$ cat config.mk
export PLATFORM = sky130hd
export DESIGN_NAME = etl_sqrt
export DESIGN_NICKNAME = d
export VERILOG_FILES = /design/src/rtl/core/etl_pkg.sv /design/src/rtl/core/etl_sqrt.sv
export SDC_FILE = /design/constraint.sdc
export NUM_CORES = 1
export LEC_CHECK = 0
export BUFFER_PORTS_ARGS = -buffer_cell sky130_fd_sc_hd__buf_2
export CORE_MARGIN = 2
export CORE_UTILIZATION = 50
export CTS_CLUSTER_SIZE = 40
export DETAILED_ROUTE_END_ITERATION = 8
export GPL_TIMING_DRIVEN = 1
export PLACE_DENSITY = 0.65
export REMOVE_ABC_BUFFERS = 1
export SYNTH_ARGS = -nofsm -noshare
export SYNTH_HDL_FRONTEND = slang
export SYNTH_SLANG_ARGS = --single-unit
$ cat constraint.sdc
create_clock -name clk -period 16.2 [get_ports clk]
set_input_delay 0.81 -clock clk [delete_from_list [all_inputs] [get_ports clk]]
set_output_delay 0.81 -clock clk [all_outputs]
set_load 0.01 [all_outputs]
$ cat src/rtl/core/etl_pkg.sv
// ----------------------------------------------------------------------------
// etl_pkg: shared types and constants for the tour length block
// Field widths, parameter defaults, command codes and controller states.
// ----------------------------------------------------------------------------
package etl_pkg;

  localparam int IDX_W          = 10;
  localparam int IN_COORD_W     = 16;
  localparam int SUM_W          = 40;

  localparam int MAX_CITIES_DEF = 1024;
  localparam int COORD_BITS_DEF = 16;
  localparam int FRAC_BITS_DEF  = 8;

  localparam logic [SUM_W-1:0] SUM_MAX = '1;

  typedef enum logic {
    CMD_LOAD  = 1'b0,
    CMD_VISIT = 1'b1
  } cmd_t;

  typedef enum logic [2:0] {
    ST_IDLE,
    ST_RD_B,
    ST_DIFF,
    ST_MUL,
    ST_START,
    ST_ROOT,
    ST_ACC,
    ST_EMIT
  } state_t;

endpackage

$ cat src/rtl/core/etl_sqrt.sv
// ----------------------------------------------------------------------------
// etl_sqrt: iterative fixed-point square root
// Digit-by-digit restoring root, two result bits per cycle, giving
// floor(sqrt(radicand) * 2^FRAC_BITS).
// ----------------------------------------------------------------------------
module etl_sqrt import etl_pkg::*; #(
  parameter int COORD_BITS = COORD_BITS_DEF,
  parameter int FRAC_BITS  = FRAC_BITS_DEF,
  parameter int RIN_W      = 2 * COORD_BITS + 1,
  parameter int ROOT_W     = COORD_BITS + 1 + FRAC_BITS
) (
  input  logic              clk,
  input  logic              rst,
  input  logic              start,
  input  logic [RIN_W-1:0]  radicand,
  output logic              busy,
  output logic [ROOT_W-1:0] root
);

  localparam int RAD_W = 2 * (COORD_BITS + 1);
  localparam int REM_W = ROOT_W + 3;
  localparam int STEPS = ROOT_W;
  localparam int CNT_W = $clog2(STEPS + 1);

  logic [RAD_W-1:0]  rad;
  logic [REM_W-1:0]  rem;
  logic [CNT_W-1:0]  cnt;
  logic [REM_W+ROOT_W-1:0] step_a;
  logic [REM_W+ROOT_W-1:0] step_b;

  // One root digit: bring down a radicand pair and try (4 * root + 1).
  function automatic logic [REM_W+ROOT_W-1:0] root_step(
    input logic [REM_W-1:0]  r,
    input logic [ROOT_W-1:0] q,
    input logic [1:0]        pair
  );
    logic [REM_W-1:0] r_sh;
    logic [REM_W-1:0] trial;
    r_sh  = {r[REM_W-3:0], pair};
    trial = {1'b0, q, 2'b01};
    if (r_sh >= trial) begin
      root_step = {r_sh - trial, q[ROOT_W-2:0], 1'b1};
    end else begin
      root_step = {r_sh, q[ROOT_W-2:0], 1'b0};
    end
  endfunction

  always_comb begin
    step_a = root_step(rem, root, rad[RAD_W-1 -: 2]);
    step_b = root_step(step_a[REM_W+ROOT_W-1 -: REM_W], step_a[ROOT_W-1:0],
                       rad[RAD_W-3 -: 2]);
  end

  assign busy = (cnt != '0);

  always_ff @(posedge clk) begin
    if (rst) begin
      cnt <= '0;
    end else if (start) begin
      cnt <= CNT_W'(STEPS);
    end else if (cnt >= CNT_W'(2)) begin
      cnt <= cnt - CNT_W'(2);
    end else if (cnt != '0) begin
      cnt <= cnt - CNT_W'(1);
    end
  end

  // Once the real pairs are used up, zeros shift in for the fraction digits.
  always_ff @(posedge clk) begin
    if (start) begin
      rad  <= {1'b0, radicand};
      rem  <= '0;
      root <= '0;
    end else if (cnt >= CNT_W'(2)) begin
      rad  <= {rad[RAD_W-5:0], 4'b0000};
      rem  <= step_b[REM_W+ROOT_W-1 -: REM_W];
      root <= step_b[ROOT_W-1:0];
    end else if (cnt != '0) begin
      rad  <= {rad[RAD_W-3:0], 2'b00};
      rem  <= step_a[REM_W+ROOT_W-1 -: REM_W];
      root <= step_a[ROOT_W-1:0];
    end
  end

endmodule
**After elaboration in Yosys (flattened, before gate mapping)**

Index checks and enable logic that the tools add are counted.
W data, S select, Z words.

- Bits in registers: 90
- Word-level logic and storage cells: 29
- Output and inout bits: 26

- $lt $le $gt $ge: 3
- Reduce and logical (&&, ||, !) cells: 4
- Muxes and demuxes: 12
- $add $sub $neg: 4

Operators by type and width:

| operator | number |
|---|---|
| $mux W51 | 2 |
| $mux W34 | 2 |
| $ge A28 B27 Y1 | 2 |
| $mux W26 | 2 |
| $sub A26 B26 Y26 | 2 |
| $mux W25 | 2 |
| $mux W33 | 1 |
| $mux W5 | 3 |
| $ge A5 B2 Y1 const B | 1 |
| $reduce_bool A5 Y1 | 1 |
| $sub A5 B1 Y5 const B | 1 |
| $sub A5 B2 Y5 const B | 1 |
| $reduce_bool A3 Y1 | 1 |
| $reduce_bool A2 Y1 | 1 |
| $reduce_or A2 Y1 | 1 |

**Depth between registers and ports, before layout**

Gate-level depths: netlist (run 1).

- Word-level depth: 5
- Depth in mapped cells: 29
- Mapped depth without buffers: 23

**Worst setup path after synthesis (run 1)**

OpenSTA, ideal clock, no wires.

- Kind: flip-flop to flip-flop
- Start point: reg root[7]
- End point: reg rem[19]
- Library setup time: 128 ps
- Data required time: 16,072 ps
- Cell stages (with the launch flop): 26
- Slack: 11,014 ps
- Arrival time: 5,058 ps
- Cell sequence: dfxtp_1 inv_1 ha_1 a211oi_2 nor2_1 a211oi_4 a211oi_2 or2_2 inv_2 buf_2 buf_1 a211oi_1 a21o_1 ha_1 clkbuf_1 nand4_1 nor3_1 nand2_1 nor4_1 a21oi_1 a311oi_1 or2_1 buf_2 mux2_1 a222oi_1 nor2_1

- Word-level cells in the longest chain between the ends: 5

RTL lines:

| what | line | source |
|---|---|---|
| start: declaration | etl_sqrt.sv:17 | `output logic [ROOT_W-1:0] root` |
| start signal: assignment | etl_sqrt.sv:77 | `root <= step_b[ROOT_W-1:0];` |
| start signal: assignment | etl_sqrt.sv:81 | `root <= step_a[ROOT_W-1:0];` |
| $sub A26 B26 Y26 or $ge A28 B27 Y1 (tied branches) | etl_sqrt.sv:42, etl_sqrt.sv:41 |  |
| $mux W51 (*) | etl_sqrt.sv:41 | `if (r_sh >= trial) begin` |
| $sub A26 B26 Y26 or $ge A28 B27 Y1 (tied branches) | etl_sqrt.sv:42, etl_sqrt.sv:41 |  |
| $mux W51 | etl_sqrt.sv:41 |  |
| $mux W26 (*) | etl_sqrt.sv:74 | `end else if (cnt >= CNT_W'(2)) begin` |
| end signal: assignment | etl_sqrt.sv:76 | `rem <= step_b[REM_W+ROOT_W-1 -: REM_W];` |
| end signal: assignment | etl_sqrt.sv:80 | `rem <= step_a[REM_W+ROOT_W-1 -: REM_W];` |
| end: declaration | etl_sqrt.sv:26 | `logic [REM_W-1:0] rem;` |

Every way passes the cells marked *; elsewhere a longest branch is shown, timed or not. The select of a mux whose other input is x is not followed.
A chain may end at the register's enable or synchronous reset.

**Worst setup path in the final report (run 1)**

- Start point: reg root[13]
- End point: reg rem[22]

The elaborated chain is that of the path after synthesis.

==> results.yml, run 1 <==
run_status:
  status: "finished, final reports clean"
route:
  ant_nets: 0
  drt_iter0_drc: 731
  wl_per_cell_um: 17.9
  vias: 6835
  drc: 0
  firstDrtPassIters: 5
  viasPerCell: 6.12
  wl_um: 20000
floorplan:
  core_um2: 14400
  die-area_um2: 15500
  dieHeight_um: 125
  row_count: 44
  io-pin-count: 62
  die_width_um: 125
  initial_utilization_pct: 50.6
clock_network:
  postCtsHoldBufs: 0
  cts_buffers: 9
  clockRootBuffer: "clkbuf_16"
  cts_tree: "done"
  cts_repair_resize_count: 0
  clockBufferDepth: 2
  cts_setup_buffers: 0
  clock_sinks: 90
  clk_latency_ns: 0.35
  clk_pin_slew_worst_paths_ns: 0.07
  ctsHtreeMaxLevel: 3
layout:
  drive_above_1_share_pct: 10.1
  nNetsFinal: 1021
  area_growth_pct: 9.42
  stdcell_area_um2: 7960
  nFillCells: 1367
  mostFrequentLayoutCells: "86 x nand2_1, 84 x nor2_1, 83 x a21oi_1, 75 x o21ai_0, 60 x buf_2"
  antennaDiodeCount: 0
  mostFrequentLayoutCell: "nand2_1"
  final_cells: 1116
placement:
  portBuffers: 61
  placed_cell_area_um2: 7670
  place_hpwl_um: 14400
  gp_congestion: 0.901
  placed_cells: 1100
setup_path:
  path_class: "flop to flop"
  required_ns: 16.49
  worstSetupStartpointType: "flop"
  cpMaxStageDelayCell: "or2_1"
  max_stage_delay_ns: 0.95
  crit_arrival_ns: 7.47
  crit_buf_inv: 3
  cp_top_family: "simple AND/OR/NAND/NOR gates"
  path_cells: "inv_1 -> ha_1 -> nand4_1 -> nor4_1 -> o21bai_1 -> o211ai_1 -> or2_2 -> inv_2 -> a21oi_1 -> inv_1 -> ha_1 -> nand4_1 -> nor3_1 -> nand2_1 -> nor4_1 -> a21oi_1 -> a311oi_1 -> or2_1 -> nand2_1 -> a2111oi_2 -> a311o_1"
  cp_max_fo: 30
  crit_path_end_kind: "flop"
sta:
  hold_violations: 0
  fin_crit_sh_pct: 44.3
  timing.final.crit_period_ns: 7.17
  slew_headroom_pct: 21.9
  clock_skew_ns: 0.00998
  tightest_slew_ns: 1.17
  fin_tns_setup_ns: 0
  report.final.slew_viol_count: 0
  setup_viol: 0
  max_freq_mhz: 139
  rsz0062_at_grt: "false"
global_route:
  grt_pass1_wl_um: 33000
  overflow: 0
  grt_use_total_pct: 25.8
  grt_max_degree: 76
  antenna_found_initial: 0
  grt_pass1_vias: 6578
synth:
  synth_cell_type_count: 68
  ys_async_sr_fraction_pct: 0
  synth-edff-count: 33
  syn_inst: 904
  synth_flop_cell: "dfxtp_1"
  yosysSeqAreaShare_pct: 29.3
  synth_seq_cells: 90
  netlist_area_um2: 7280
  avgSynthCellArea_um2: 8.05
  synth_warnings: 0
worst_hold_path:
  hp-class: "flop to flop"
job:
  maxCapViolCount: 0
cell type report:
type	count	area, µm²	share of cell area [%]
multi-input combinational	709	4770	59.9
clock inverter	5	62.6	0.786
sequential	90	2130	26.8
tap	184	230	2.89
clock buffer	11	233	2.92
inverter	52	195	2.45
timing repair buffer	65	338	4.24
path summary, 6_finish.rpt:
| check | end | slack [ns] | cells after the start | startpoint |
|---|---|---|---|---|
| max | rem[22] | 9.03 | 21 | root[13] |
| min | cnt[4] | 0.57 | 2 | cnt[4] |
| max reg2reg | rem[22] | 9.03 | 21 | root[13] |
| min reg2reg | cnt[4] | 0.57 | 2 | cnt[4] |
logic make-up (layout without fill, tap and decap cells):
kind of cell | count (synthesis) | in the layout | share of synthesized area [%]
AO/OA/AOI/OAI | 323 | 323 | 29.4
flip-flops | 90 | 90 | 29.3
adder cells (fa/ha/maj) | 58 | 58 | 9.97
AND/OR/NAND/NOR | 245 | 245 | 15.2
XOR/XNOR | 46 | 46 | 5.54
multiplexers | 37 | 37 | 5.12
buffers and inverters | 105 | 133 | 5.47
cell usage after synthesis, drive strengths merged, types with 5 or more instances:
library cell	count	area share, %
o22ai	15	1.3
edfxtp	33	14
dfxtp	57	16
nand2	86	4.4
mux2i	35	4.8
and2	7	0.60
nor3	12	0.83
nand2b	8	0.69
o21bai	8	0.83
nand4	8	0.69
xor2	18	2.2
a21oi	84	5.8
clkbuf	42	2.2
o21ai	79	5.4
a211oi	10	1.3
ha	58	10
buf	11	0.62
o21a	12	1.2
nor2	85	4.4
o211ai	5	0.52
xnor2	28	3.4
inv	52	2.7
nor2b	6	0.52
nand3	8	0.55
nor4	6	0.60
a21o	23	2.4
a31oi	8	0.69
a22oi	18	1.9
a222oi	28	3.9
routing by layer:
metal,share of wire [%],vias to the layer above,GRT usage (%)
li1,-,3406,-
met1,47,3192,34.7
met2,47,211,43.2
met3,4.8,26,2.88
met4,2.0,0,8.72
met5,0,-,0
flip-flops by register name (all words and copies together), names as in the netlist:
register and count:
root 25, cnt 5, rad 34, rem 26
stage by stage:
stage                     hold WS, ns  setup slack (ns)  util (%)
final                           0.575              9.03      55.4
after global routing            0.599              8.16      55.4
after CTS                       0.572              8.99      55.4
after detailed placement        0.554              9.04      53.4
after global placement          0.539              9.13      53.4
after floorplan                 0.505             10.28         -
tightest hold or removal path: stages, from the launching register on:
cell and delay [ns]:
dfxtp_1 0.33, a21oi_1 0.12, a21oi_1 0.07
Power of run 1 is not shown: default switching activity piles up to over one toggle a cycle in this logic, so the estimate is an artifact.
==> run 2, diff against run 1 <==
PLACE_DENSITY = 0.67   (was 0.65)
clock period = 6.2 ns   (was 16.2 ns; I/O delays follow)
==> results.yml, run 2 (synthesized netlist as in run 1, its figures left out) <==
run_status:
  status: "finished, final reports clean"
floorplan:
  initial_utilization_pct: 50.6
  dieHeight_um: 125
  core_um2: 14400
  row_count: 44
  io-pin-count: 62
  die-area_um2: 15500
  die_width_um: 125
layout:
  antennaDiodeCount: 0
  largest_reg_flops: 34
  stdcell_area_um2: 8090
  mostFrequentLayoutCells: "86 x nand2_1, 84 x nor2_1, 83 x a21oi_1, 75 x o21ai_0, 60 x buf_2"
  top_register: "rad"
  mostFrequentLayoutCell: "nand2_1"
  area_growth_pct: 11.2
  nNetsFinal: 1034
  final_core_util_pct: 56.3
  largestRegisters: "rad: 34 flops, rem: 26 flops, root: 25 flops"
  drive_above_1_share_pct: 11.6
clock_network:
  clockRootBuffer: "clkbuf_16"
  clk_latency_ns: 0.36
  cts_tree: "done"
  clockBufferDepth: 2
  clock_sinks: 90
  clk_pin_slew_worst_paths_ns: 0.08
  ctsHtreeMaxLevel: 3
  cts_buffers: 9
  postCtsHoldBufs: 0
worst_hold_path:
  worstHoldStart: "rst"
  hp-class: "input port to flop"
  min_to: "cnt[0]"
  hold_path_depth: 2
sta:
  max_freq_mhz: 171
  hold_violations: 0
  timing.final.crit_period_ns: 5.84
  clock_skew_ns: 0.0101
  setup_viol: 0
  fin_crit_sh_pct: 94.2
  slew_headroom_pct: 34.8
  fin_tns_setup_ns: 0
  tightest_slew_ns: 0.979
  whs_ns: 0.183
  report.final.slew_viol_count: 0
setup_path:
  worstSetupStartpointType: "flop"
  timing.rr.start: "root[10]"
  crit_arrival_ns: 6.07
  cp_top_family: "compound AO/OA/AOI/OAI gates"
  reg2regPathDepth: 24
  crit_path_frequent_cell: "a21oi_1"
  crit_path_end_kind: "flop"
  reg2reg_slack_ns: 0.36
  r2r-end: "rem[19]"
  crit_buf_inv: 4
  path_class: "flop to flop"
  max_stage_delay_ns: 0.45
  path_cells: "inv_1 -> ha_1 -> nand4_1 -> nor4_4 -> o21bai_1 -> o211ai_1 -> or2_4 -> buf_4 -> buf_4 -> nor2_1 -> a21oi_1 -> ha_1 -> a21oi_1 -> o21ai_0 -> a21oi_1 -> o211ai_1 -> a21oi_1 -> nor4bb_1 -> a311oi_1 -> or2_1 -> buf_4 -> mux2_1 -> a222oi_1 -> nor2_1"
  cp_max_fo: 11
  required_ns: 6.43
  cpMaxStageDelayCell: "dfxtp_1"
route:
  wl_um: 20900
  firstDrtPassIters: 7
  ant_nets: 0
  vias: 7052
  drt_iter0_drc: 627
  wl_per_cell_um: 18.5
  drc: 0
  viasPerCell: 6.25
global_route:
  grt_pass1_wl_um: 34500
  grt_use_total_pct: 27.0
  grt_max_degree: 79
  grt_pass1_vias: 6828
  antenna_found_initial: 0
  overflow: 0
placement:
  portBuffers: 61
  gp_congestion: 0.986
  placed_cell_area_um2: 7760
  place_hpwl_um: 15000
job:
  maxCapViolCount: 0
run 2: cell count changes in the layout (fill, tap and decap cells not counted), sizes merged:
cell    change
clkinv      +1
buf        +13
clkbuf      -1
run 2: what timing repair did:
item                       4_1_cts  5_1_grt
setup endpoints to repair        0       19
buffers inserted                 0        1
gates resized for setup          0        4
run 2: worst max-delay path by stage:
stage             start      end  slack (ns)  cells past startpoint
2_1_floorplan    cnt[1]   rad[0]        0.28                      6
3_3_place_gp   root[10]  rem[19]        0.28                     23
3_5_place_dp   root[13]  rem[19]        0.25                     23
4_1_cts        root[13]  rem[19]        0.22                     23
5_1_grt        root[10]  rem[19]       -0.03                     24
6_report       root[10]  rem[19]        0.36                     24
run 2: layer usage:
layer  global-route usage (%)  share of wire [%]  vias to the layer above
li1                         -                  -                     3428
met1                     36.4                 44                     3289
met2                     43.2                 46                      291
met3                     3.39                6.5                       44
met4                     12.8                3.5                        0
met5                        0                  0                        -
run 2: final cells by class:
class / count / area (µm²)
clock buffer: 10 / 229
clock inverter: 6 / 73.8
fill: 1380 / 6280
inverter: 52 / 195
multi-input combinational: 709 / 4790
sequential: 90 / 2130
tap: 184 / 230
timing repair buffer: 78 / 435
run 2: metrics by stage:
stage | setup slack, ns | cells
finish | 0.360 | 1129
global route | -0.0311 | 1129
CTS | 0.220 | 1128
detailed placement | 0.245 | 1112
global placement | 0.282 | 1112
floorplan | 0.282 | 851
Power of run 2 is left out for the same reason.
